$ cat src/hw/rtl/hrp_pkg.sv
// shared types, codes and byte-class helpers for the http request head parser
// no dependencies; imported by hrp_core, http_request_head_parser and its testbench
`default_nettype none

package hrp_pkg;

    localparam int PHASE_W = 5;

    // parser phases
    localparam logic [PHASE_W-1:0] PH_METHOD_START = 5'd0;
    localparam logic [PHASE_W-1:0] PH_METHOD       = 5'd1;
    localparam logic [PHASE_W-1:0] PH_URI          = 5'd2;
    localparam logic [PHASE_W-1:0] PH_VER_H        = 5'd3;
    localparam logic [PHASE_W-1:0] PH_VER_T1       = 5'd4;
    localparam logic [PHASE_W-1:0] PH_VER_T2       = 5'd5;
    localparam logic [PHASE_W-1:0] PH_VER_P        = 5'd6;
    localparam logic [PHASE_W-1:0] PH_VER_SLASH    = 5'd7;
    localparam logic [PHASE_W-1:0] PH_MAJOR_START  = 5'd8;
    localparam logic [PHASE_W-1:0] PH_MAJOR        = 5'd9;
    localparam logic [PHASE_W-1:0] PH_MINOR_START  = 5'd10;
    localparam logic [PHASE_W-1:0] PH_MINOR        = 5'd11;
    localparam logic [PHASE_W-1:0] PH_LF1          = 5'd12;
    localparam logic [PHASE_W-1:0] PH_LINE_START   = 5'd13;
    localparam logic [PHASE_W-1:0] PH_LWS          = 5'd14;
    localparam logic [PHASE_W-1:0] PH_NAME         = 5'd15;
    localparam logic [PHASE_W-1:0] PH_SPACE_BEFORE = 5'd16;
    localparam logic [PHASE_W-1:0] PH_VALUE        = 5'd17;
    localparam logic [PHASE_W-1:0] PH_LF2          = 5'd18;
    localparam logic [PHASE_W-1:0] PH_LF3          = 5'd19;

    // status codes
    localparam logic [1:0] ST_PENDING = 2'd0;
    localparam logic [1:0] ST_DONE    = 2'd1;
    localparam logic [1:0] ST_BAD     = 2'd2;

    // byte roles
    localparam logic [2:0] RL_NONE  = 3'd0;
    localparam logic [2:0] RL_METH  = 3'd1;
    localparam logic [2:0] RL_URI   = 3'd2;
    localparam logic [2:0] RL_NAME  = 3'd3;
    localparam logic [2:0] RL_VALUE = 3'd4;

    // characters
    localparam logic [7:0] CH_HT    = 8'h09;
    localparam logic [7:0] CH_LF    = 8'h0a;
    localparam logic [7:0] CH_CR    = 8'h0d;
    localparam logic [7:0] CH_SP    = 8'h20;
    localparam logic [7:0] CH_DOT   = 8'h2e;
    localparam logic [7:0] CH_SLASH = 8'h2f;
    localparam logic [7:0] CH_ZERO  = 8'h30;
    localparam logic [7:0] CH_NINE  = 8'h39;
    localparam logic [7:0] CH_COLON = 8'h3a;
    localparam logic [7:0] CH_H     = 8'h48;
    localparam logic [7:0] CH_P     = 8'h50;
    localparam logic [7:0] CH_T     = 8'h54;
    localparam logic [7:0] CH_DEL   = 8'h7f;
    localparam logic [7:0] CH_CTL_MAX = 8'h1f;

    localparam logic [15:0] VER_MAX = 16'hffff;

    typedef struct packed {
        logic [1:0]  status;
        logic [2:0]  byte_role;
        logic        header_begins;
        logic [7:0]  echo_byte;
        logic [15:0] major_version;
        logic [15:0] minor_version;
    } hrp_result_t;

    function automatic logic is_ctl(input logic [7:0] b);
        return (b <= CH_CTL_MAX) || (b == CH_DEL);
    endfunction

    function automatic logic is_sep(input logic [7:0] b);
        logic r;
        case (b) inside
            8'h28, 8'h29, 8'h3c, 8'h3e, 8'h40, 8'h2c, 8'h3b, 8'h3a, 8'h5c, 8'h22,
            8'h2f, 8'h5b, 8'h5d, 8'h3f, 8'h3d, 8'h7b, 8'h7d, CH_SP, CH_HT:
                r = 1'b1;
            default:
                r = 1'b0;
        endcase
        return r;
    endfunction

    function automatic logic is_token(input logic [7:0] b);
        return !b[7] && !is_ctl(b) && !is_sep(b);
    endfunction

    function automatic logic is_dec(input logic [7:0] b);
        return (b >= CH_ZERO) && (b <= CH_NINE);
    endfunction

    // v * 10 + digit, saturating at 16 bits
    function automatic logic [15:0] add_digit(input logic [15:0] v, input logic [7:0] b);
        logic [19:0] r;
        r = {1'b0, v, 3'b000} + {3'b000, v, 1'b0} + {16'd0, b[3:0]};
        return (r > {4'd0, VER_MAX}) ? VER_MAX : r[15:0];
    endfunction

endpackage

`default_nettype wire

$ cat src/hw/rtl/hrp_core.sv
// parser state and per-byte next-state / result logic
// depends on hrp_pkg
`default_nettype none

module hrp_core
    import hrp_pkg::*;
(
    input  wire logic        clk,
    input  wire logic        rst_n,
    input  wire logic        step,
    input  wire logic [7:0]  data_byte,
    input  wire logic        restart,
    output hrp_result_t      result
);

    logic [PHASE_W-1:0] phase_reg, phase_next, phase_cur, nx;
    logic               hdr_seen_reg, hdr_seen_next, hdr_cur;
    logic [15:0]        major_reg, major_next, major_cur;
    logic [15:0]        minor_reg, minor_next, minor_cur;
    logic               bad;
    logic [1:0]         st;
    logic [2:0]         role;
    logic               begins;

    // restart clears the state ahead of this byte
    assign phase_cur = restart ? PH_METHOD_START : phase_reg;
    assign hdr_cur   = restart ? 1'b0 : hdr_seen_reg;
    assign major_cur = restart ? 16'd0 : major_reg;
    assign minor_cur = restart ? 16'd0 : minor_reg;

    always_comb
    begin
        nx            = phase_cur;
        bad           = 1'b0;
        st            = ST_PENDING;
        role          = RL_NONE;
        begins        = 1'b0;
        hdr_seen_next = hdr_cur;
        major_next    = major_cur;
        minor_next    = minor_cur;

        unique case (phase_cur)
            PH_METHOD_START:
                if (is_token(data_byte))
                begin
                    nx   = PH_METHOD;
                    role = RL_METH;
                end
                else bad = 1'b1;
            PH_METHOD:
                if (data_byte == CH_SP) nx = PH_URI;
                else if (is_token(data_byte)) role = RL_METH;
                else bad = 1'b1;
            PH_URI:
                if (data_byte == CH_SP) nx = PH_VER_H;
                else if (is_ctl(data_byte)) bad = 1'b1;
                else role = RL_URI;
            PH_VER_H:
                if (data_byte == CH_H) nx = PH_VER_T1; else bad = 1'b1;
            PH_VER_T1:
                if (data_byte == CH_T) nx = PH_VER_T2; else bad = 1'b1;
            PH_VER_T2:
                if (data_byte == CH_T) nx = PH_VER_P; else bad = 1'b1;
            PH_VER_P:
                if (data_byte == CH_P) nx = PH_VER_SLASH; else bad = 1'b1;
            PH_VER_SLASH:
                if (data_byte == CH_SLASH)
                begin
                    major_next = 16'd0;
                    minor_next = 16'd0;
                    nx         = PH_MAJOR_START;
                end
                else bad = 1'b1;
            PH_MAJOR_START:
                if (is_dec(data_byte))
                begin
                    major_next = add_digit(major_cur, data_byte);
                    nx         = PH_MAJOR;
                end
                else bad = 1'b1;
            PH_MAJOR:
                if (data_byte == CH_DOT) nx = PH_MINOR_START;
                else if (is_dec(data_byte)) major_next = add_digit(major_cur, data_byte);
                else bad = 1'b1;
            PH_MINOR_START:
                if (is_dec(data_byte))
                begin
                    minor_next = add_digit(minor_cur, data_byte);
                    nx         = PH_MINOR;
                end
                else bad = 1'b1;
            PH_MINOR:
                if (data_byte == CH_CR) nx = PH_LF1;
                else if (is_dec(data_byte)) minor_next = add_digit(minor_cur, data_byte);
                else bad = 1'b1;
            PH_LF1:
                if (data_byte == CH_LF) nx = PH_LINE_START; else bad = 1'b1;
            PH_LINE_START:
                if (data_byte == CH_CR) nx = PH_LF3;
                else if (hdr_cur && (data_byte == CH_SP || data_byte == CH_HT)) nx = PH_LWS;
                else if (is_token(data_byte))
                begin
                    hdr_seen_next = 1'b1;
                    begins        = 1'b1;
                    role          = RL_NAME;
                    nx            = PH_NAME;
                end
                else bad = 1'b1;
            PH_LWS:
                if (data_byte == CH_CR) nx = PH_LF2;
                else if (data_byte == CH_SP || data_byte == CH_HT) nx = PH_LWS;
                else if (is_ctl(data_byte)) bad = 1'b1;
                else
                begin
                    nx   = PH_VALUE;
                    role = RL_VALUE;
                end
            PH_NAME:
                if (data_byte == CH_COLON) nx = PH_SPACE_BEFORE;
                else if (is_token(data_byte)) role = RL_NAME;
                else bad = 1'b1;
            PH_SPACE_BEFORE:
                if (data_byte == CH_SP) nx = PH_VALUE; else bad = 1'b1;
            PH_VALUE:
                if (data_byte == CH_CR) nx = PH_LF2;
                else if (is_ctl(data_byte)) bad = 1'b1;
                else role = RL_VALUE;
            PH_LF2:
                if (data_byte == CH_LF) nx = PH_LINE_START; else bad = 1'b1;
            PH_LF3:
                if (data_byte == CH_LF) st = ST_DONE; else bad = 1'b1;
            default:
                bad = 1'b1;
        endcase

        // a rejected byte holds the phase
        if (bad)
        begin
            st     = ST_BAD;
            role   = RL_NONE;
            begins = 1'b0;
        end
        phase_next = bad ? phase_cur : nx;
    end

    always_ff @(posedge clk or negedge rst_n)
    begin
        if (!rst_n)
        begin
            phase_reg    <= PH_METHOD_START;
            hdr_seen_reg <= 1'b0;
            major_reg    <= 16'd0;
            minor_reg    <= 16'd0;
        end
        else if (step)
        begin
            phase_reg    <= phase_next;
            hdr_seen_reg <= hdr_seen_next;
            major_reg    <= major_next;
            minor_reg    <= minor_next;
        end
    end

    assign result.status        = st;
    assign result.byte_role     = role;
    assign result.header_begins = begins;
    assign result.echo_byte     = data_byte;
    assign result.major_version = major_next;
    assign result.minor_version = minor_next;

endmodule

`default_nettype wire

$ cat src/hw/rtl/http_request_head_parser.sv
// top level of the http request head parser: stream ports, input and result registers
// depends on hrp_pkg and hrp_core
//
// usage:
//   s_* carries one request byte per word; s_tuser[0] is the restart flag,
//   which returns the parser to method start before that byte is parsed.
//   m_* returns exactly one result word per input word, in order: status,
//   byte role and header-begin flag in m_tuser, the echoed byte and the
//   running major/minor version counts in m_tdata.
//   two register stages lie between s_* and m_*: input register, result register.
//   throughput: one word per cycle while m_* is not stalled.
//   when m_tready is low the result register holds and the input register
//   still takes one more word; then s_tready drops until the stall clears.
//   reset clears the parser to method start, the header flag and both
//   version counts, and empties both register stages.
`default_nettype none

module http_request_head_parser
    import hrp_pkg::*;
(
    input  wire logic        clk,
    input  wire logic        rst_n,
    input  wire logic        s_tvalid,
    output logic             s_tready,
    input  wire logic [7:0]  s_tdata,   // [7:0] data_byte
    input  wire logic [0:0]  s_tuser,   // [0] restart
    output logic             m_tvalid,
    input  wire logic        m_tready,
    output logic [39:0]      m_tdata,   // [7:0] echo_byte, [23:8] major_version, [39:24] minor_version
    output logic [5:0]       m_tuser    // [1:0] status, [4:2] byte_role, [5] header_begins
);

    logic        in_valid_reg;
    logic [7:0]  byte_reg;
    logic        restart_reg;
    logic        out_valid_reg;
    hrp_result_t res_reg;
    hrp_result_t res;
    logic        advance;

    assign advance  = in_valid_reg && (!out_valid_reg || m_tready);
    assign s_tready = !in_valid_reg || advance;

    always_ff @(posedge clk or negedge rst_n)
    begin
        if (!rst_n)
        begin
            in_valid_reg  <= 1'b0;
            out_valid_reg <= 1'b0;
        end
        else
        begin
            if (s_tready)
                in_valid_reg <= s_tvalid;
            if (advance)
                out_valid_reg <= 1'b1;
            else if (m_tready)
                out_valid_reg <= 1'b0;
        end
    end

    always_ff @(posedge clk)
    begin
        if (s_tvalid && s_tready)
        begin
            byte_reg    <= s_tdata;
            restart_reg <= s_tuser[0];
        end
        if (advance)
            res_reg <= res;
    end

    hrp_core u_core (
        .clk       (clk),
        .rst_n     (rst_n),
        .step      (advance),
        .data_byte (byte_reg),
        .restart   (restart_reg),
        .result    (res)
    );

    assign m_tvalid = out_valid_reg;
    assign m_tdata  = {res_reg.minor_version, res_reg.major_version, res_reg.echo_byte};
    assign m_tuser  = {res_reg.header_begins, res_reg.byte_role, res_reg.status};

    // a rejected word never carries a role
    a_bad_no_role: assert property (@(posedge clk) disable iff (!rst_n)
        (m_tvalid && m_tuser[1:0] == ST_BAD) |-> (m_tuser[4:2] == RL_NONE && !m_tuser[5]))
        else $error("malformed result carries a role");

    // a new header starts on a name byte while the head is still pending
    a_begin_is_name: assert property (@(posedge clk) disable iff (!rst_n)
        (m_tvalid && m_tuser[5]) |-> (m_tuser[4:2] == RL_NAME && m_tuser[1:0] == ST_PENDING))
        else $error("header begin without name role");

    // completion only on the final line feed
    a_done_on_lf: assert property (@(posedge clk) disable iff (!rst_n)
        (m_tvalid && m_tuser[1:0] == ST_DONE) |-> (m_tdata[7:0] == CH_LF))
        else $error("completion on a byte other than line feed");

    // a waiting word moves on whenever the result slot is free
    a_no_bubble: assert property (@(posedge clk) disable iff (!rst_n)
        (in_valid_reg && !out_valid_reg) |=> out_valid_reg)
        else $error("pending word not moved to the result register");

endmodule

`default_nettype wire

$ cat config.mk
export PLATFORM = sky130hd
export DESIGN_NAME = http_request_head_parser
export DESIGN_NICKNAME = d
export VERILOG_FILES = /design/src/hw/rtl/hrp_pkg.sv /design/src/hw/rtl/hrp_core.sv /design/src/hw/rtl/http_request_head_parser.sv
export SDC_FILE = /design/constraint.sdc
export NUM_CORES = 1
export LEC_CHECK = 0
export ABC_AREA = 1
export BUFFER_PORTS_ARGS = -buffer_cell sky130_fd_sc_hd__buf_2
export CORE_MARGIN = 2
export CORE_UTILIZATION = 45
export CTS_BUF_LIST = sky130_fd_sc_hd__clkbuf_16
export CTS_CLUSTER_DIAMETER = 80
export DETAILED_ROUTE_END_ITERATION = 10
export PLACE_DENSITY = 0.68
export SLEW_MARGIN = 10
export SYNTH_ARGS = -nofsm -noshare
export SYNTH_HDL_FRONTEND = slang
export SYNTH_SLANG_ARGS = --single-unit
$ cat constraint.sdc
create_clock -name clk -period 3.75 [get_ports clk]
set_input_delay 0.5625 -clock clk [delete_from_list [all_inputs] [get_ports clk]]
set_output_delay 0.5625 -clock clk [all_outputs]
set_load 0.02 [all_outputs]
# Word level (Yosys, flattened, before mapping)
# Cells that the tools add are included.
[classes]
n_addsub = 4
order_cmp = 5
eq_ne = 45
n_mux = 94
bitwise_logic = 2
reduce_logical = 30
[ops]
columns = ["operator", "n"]
rows = [
  ["16-bit 2-to-1 mux", 10],
  ["5-bit 2-to-1 mux", 24],
  ["8-bit by 6-bit equality test with 1-bit output, second input constant", 13],
  ["16-bit one-hot mux with 3 select lines", 2],
  ["5-bit one-hot mux with 18 select lines", 1],
  ["8-bit by 7-bit equality test with 1-bit output, second input constant", 10],
  ["1-bit 2-to-1 mux", 42],
  ["19-bit by 17-bit adder with 20-bit output", 2],
  ["20-bit by 4-bit adder with 20-bit output", 2],
  ["5-bit by 4-bit equality test with 1-bit output, second input constant", 8],
  ["20-bit by 16-bit > comparator with 1-bit output, second input constant", 2],
  ["3-bit 2-to-1 mux", 9],
  ["8-bit by 4-bit equality test with 1-bit output, second input constant", 3],
  ["3-bit one-hot mux with 7 select lines", 1],
  ["5-bit by 3-bit equality test with 1-bit output, second input constant", 4],
  ["5-bit equality test, second input constant", 4],
  ["19-bit OR reduction", 1],
  ["1-bit one-hot mux with 16 select lines", 1],
  ["5-bit by 2-bit equality test with 1-bit output, second input constant", 2],
  ["1-bit logical AND", 9],
  ["8-bit by 6-bit >= comparator with 1-bit output, second input constant", 1],
  ["8-bit by 5-bit less-or-equal comparator with 1-bit output, second input constant", 1],
  ["8-bit by 6-bit less-or-equal comparator with 1-bit output, second input constant", 1],
  ["1-bit logical NOT", 8],
  ["9 further kinds", 19],
]
[totals]
regBits = 95
input_bits = 13
output_inout_bits = 48
elab_cells = 195

# Depth between registers and ports, before layout
[depth]
depth_word = 13
depth_mapped = 23
depth_no_buf = 23

# Hierarchy
# From an unflattened synthesis, not the netlist that was laid out.
[unflattened]
hier_cells = 1217
hier_area_um2 = 8425.6
[by_module_without_submodules]
columns = ["mod", "n_inst", "cells_each", "area_each_um2", "seq_area_each_um2"]
rows = [
  ["hrp_core", 1, 1150, 6678.9, 950.9],
  ["http_request_head_parser", 1, 67, 1746.7, 1701.6],
]

# Worst setup path after synthesis
# No wires, ideal clock.
[synth_path]
kind = "register to register"
from = "register restart_reg"
to = "register res_reg (netlist bit m_tdata[35]), data pin"
setup_time_ps = 258
arrival_time_ps = 3115
t_required_ps = 3492
slack_ps = 377
path_stages_with_launch = 21
path_buffers = 4
synth_period_minus_slack_ps = 3373
path_cell_list = "edfxtp_1 > buf_6 > clkbuf_1 > clkbuf_1 > nor2_1 > ha_1 > ha_1 > fa_1 > nand2_1 > nand2_1 > nand3_1 > nand2_1 > nand2_1 > nand3_1 > nand2_1 > nand2_2 > nor2_4 > buf_6 > nand3_1 > nand2_1 > a21boi_1"
[synth_lines]
columns = ["element", "line_no", "source"]
rows = [
  ["start, declared", "http_request_head_parser.sv:35", "logic restart_reg;"],
  ["start signal, assigned", "http_request_head_parser.sv:67", "restart_reg <= s_tuser[0];"],
  ["end signal, assigned", "http_request_head_parser.sv:70", "res_reg <= res;"],
  ["end, declared", "http_request_head_parser.sv:37", "hrp_result_t res_reg;"],
]

==> results.json <==
{
  "status": "finished clean",
  "drtIter0Drc": 564,
  "syn_area_um2": 8290,
  "finalClockSkew_ns": 0.0112,
  "final_hold_viol_count": 0,
  "ys_ff_latch": 95,
  "cts_tree": "yes",
  "ant_nets": 0,
  "port_buffers": 60,
  "die-area_um2": 19500,
  "drive_above_1_share": 0.150,
  "gp_congestion": 0.927,
  "final_common_cell": "nand2_1",
  "antenna_found_initial": 0,
  "worst_pin_slew_ns": 1.05,
  "setup_violations": 0,
  "grt_pass1_wl_um": 36600,
  "route.detailed.drc": 0,
  "synth_compound_area_frac": 0.0743,
  "root_buffer": "clkbuf_16",
  "critPathArrivalTime_ns": 3.60,
  "cts_buffers": 9,
  "ys_types": 49,
  "h-tree-depth": 3,
  "syn_inst": 1181,
  "clkSinkCount": 95,
  "synth.mux.area_fraction": 0,
  "synth-xor-area-share": 0.0275,
  "crit_required_ns": 3.85,
  "overflow": 0,
  "yosys.area_share.adder": 0.0984,
  "syn_nets": 1258,
  "largest_register_ffs": 40,
  "area_delta_synth_final_pct": 9.92,
  "critPathMaxFanout": 23,
  "io-pin-count": 61,
  "avgSynthCellArea_um2": 7.02,
  "num_vias": 7644,
  "synth_edf_count": 55,
  "ys_async_sr_fraction": 0.421,
  "grt_max_degree": 60,
  "rrSetupSlack_ns": 0.26,
  "leakage_nw": 4.82,
  "min_period_ns": 3.49,
  "num_rows": 49,
  "hold_class": "in -> reg",
  "ys_seq_area_frac": 0.320,
  "postLayoutCellArea_um2": 9110,
  "clkTransAtPathRegs_ns": 0.07,
  "synth_top_family_by_area": "simple AND/OR/NAND/NOR gates",
  "layout_common_cells": "nand2_1, inv_1, nor2_1, nand3_1, ha_1",
  "die_h_um": 140,
  "via_per_inst": 5.19,
  "end_kind": "register",
  "layout.nets": 1315,
  "die_x_um": 140,
  "hold_buffers": 0,
  "wirelength_um": 21900,
  "groute.usage.overall": 0.231,
  "grt_pass1_vias": 7215,
  "clk_latency_ns": 0.36,
  "synth_warnings": 0,
  "timing.final.crit_share": 0.931,
  "drv_cap": 0,
  "peakVddDrop_mv": 0.256,
  "clockBufferDepth": 2,
  "power_density_nw_per_um2": 313,
  "start_util": 0.460,
  "utilization": 0.506,
  "diodes": 0,
  "drv_slew": 0,
  "dpl_cell_area_um2": 8790,
  "ys.flop_type": "edfxtp_1",
  "hpwl_um": 16300,
  "critPathKind": "reg -> reg",
  "clock.fmax_mhz": 286,
  "critPathLaunchType": "register",
  "core_um2": 18000,
  "wl_per_cell_um": 14.9,
  "slew_headroom": 0.300,
  "synth-simple-area-share": 0.385,
  "firstDrtPassIters": 6
}
## routing by layer
metal / vias up / share of wire / global-route usage
met3: 35 / 0.039 / 0.0251
met2: 187 / 0.47 / 0.383
met5: - / 0 / 0
li1: 3921 / - / -
met1: 3501 / 0.46 / 0.315
met4: 0 / 0.023 / 0.0784
## logic make-up after synthesis
group	after synthesis
AND/OR/NAND/NOR	700
buffers and inverters	187
AO/OA/AOI/OAI	109
flip-flops	95
adder cells (fa/ha/maj)	64
XOR/XNOR	26
## area by class of cell
type | count | area, um^2
Fill cell | 1829 | 8910
Multi-Input combinational cell | 899 | 4860
Sequential cell | 95 | 2650
Inverter | 158 | 602
Timing Repair Buffer | 75 | 425
Tap cell | 229 | 287
Clock buffer | 9 | 225
Clock inverter | 7 | 65.1
## worst max-delay path: stages, from the launching register on
cell and delay (ns):
edfxtp_1 0.43, buf_4 0.25, nor2_2 0.22, xor2_1 0.17, inv_1 0.06, ha_1 0.31
fa_1 0.47, nand2_1 0.08, nand2_1 0.09, nand3_1 0.08, nand2_1 0.10, nand2_1 0.10
nand3b_1 0.08, nand2_1 0.07, nand2_1 0.08, nor2_4 0.23, buf_4 0.19, nand3_1 0.07
nand3_1 0.09, nand2_1 0.08
## stage by stage
stage / TNS [ns] / power (W) / std cells / hold WS, ns / setup WS (ns)
6_report: 0 / 0.00285 / 1472 / 0.375 / 0.258
5_1_grt: -0.0184 / 0.00298 / 1472 / 0.369 / -0.0101
4_1_cts: 0 / 0.00286 / 1468 / 0.368 / 0.145
3_5_place_dp: 0 / 0.00192 / 1452 / 0.465 / 0.159
3_3_place_gp: 0 / 0.00192 / 1452 / 0.462 / 0.257
2_1_floorplan: 0 / 0.00172 / 1181 / 0.267 / 0.377
## where the power goes
part	internal, W	leakage, nW	switching [W]
Sequential	0.00122	1.09	0.0000556
Combinational	0.000184	3.60	0.000453
Clock	0.000512	0.138	0.000429
Total	0.00192	4.82	0.000937
## cell usage after synthesis (all sizes together), types with 5 or more instances
cell type / instances / area, um^2
buf: 19 / 153
a31oi: 5 / 31.3
nand3: 95 / 553
edfxtp: 55 / 1650
nand4: 20 / 125
xor2: 9 / 78.8
nor2: 143 / 683
o21ai: 53 / 269
nor3: 17 / 105
a21oi: 34 / 170
inv: 157 / 592
nand2: 410 / 1620
xnor2: 17 / 149
o21bai: 5 / 37.5
dfrtp: 40 / 1000
clkbuf: 10 / 37.5
ha: 62 / 776
## worst paths after layout
check,startpoint,to,cells past startpoint
hold / removal,s_tdata[4],byte_reg[4],1
hold reg to reg,u_core.major_reg[9],u_core.major_reg[9],2
max in group asynchronous,rst_n,u_core.major_reg[2],1
setup / recovery,restart_reg,m_tdata[27],19
setup reg to reg,restart_reg,m_tdata[27],19
min in group asynchronous,rst_n,u_core.minor_reg[12],1
## repair_timing
| action | in CTS | in global routing |
|---|---|---|
| setup endpoints to repair | 0 | 32 |
| resized for setup | 0 | 1 |
| buffers inserted | 0 | 4 |
Note: power is estimated with default switching activity, not from simulation.
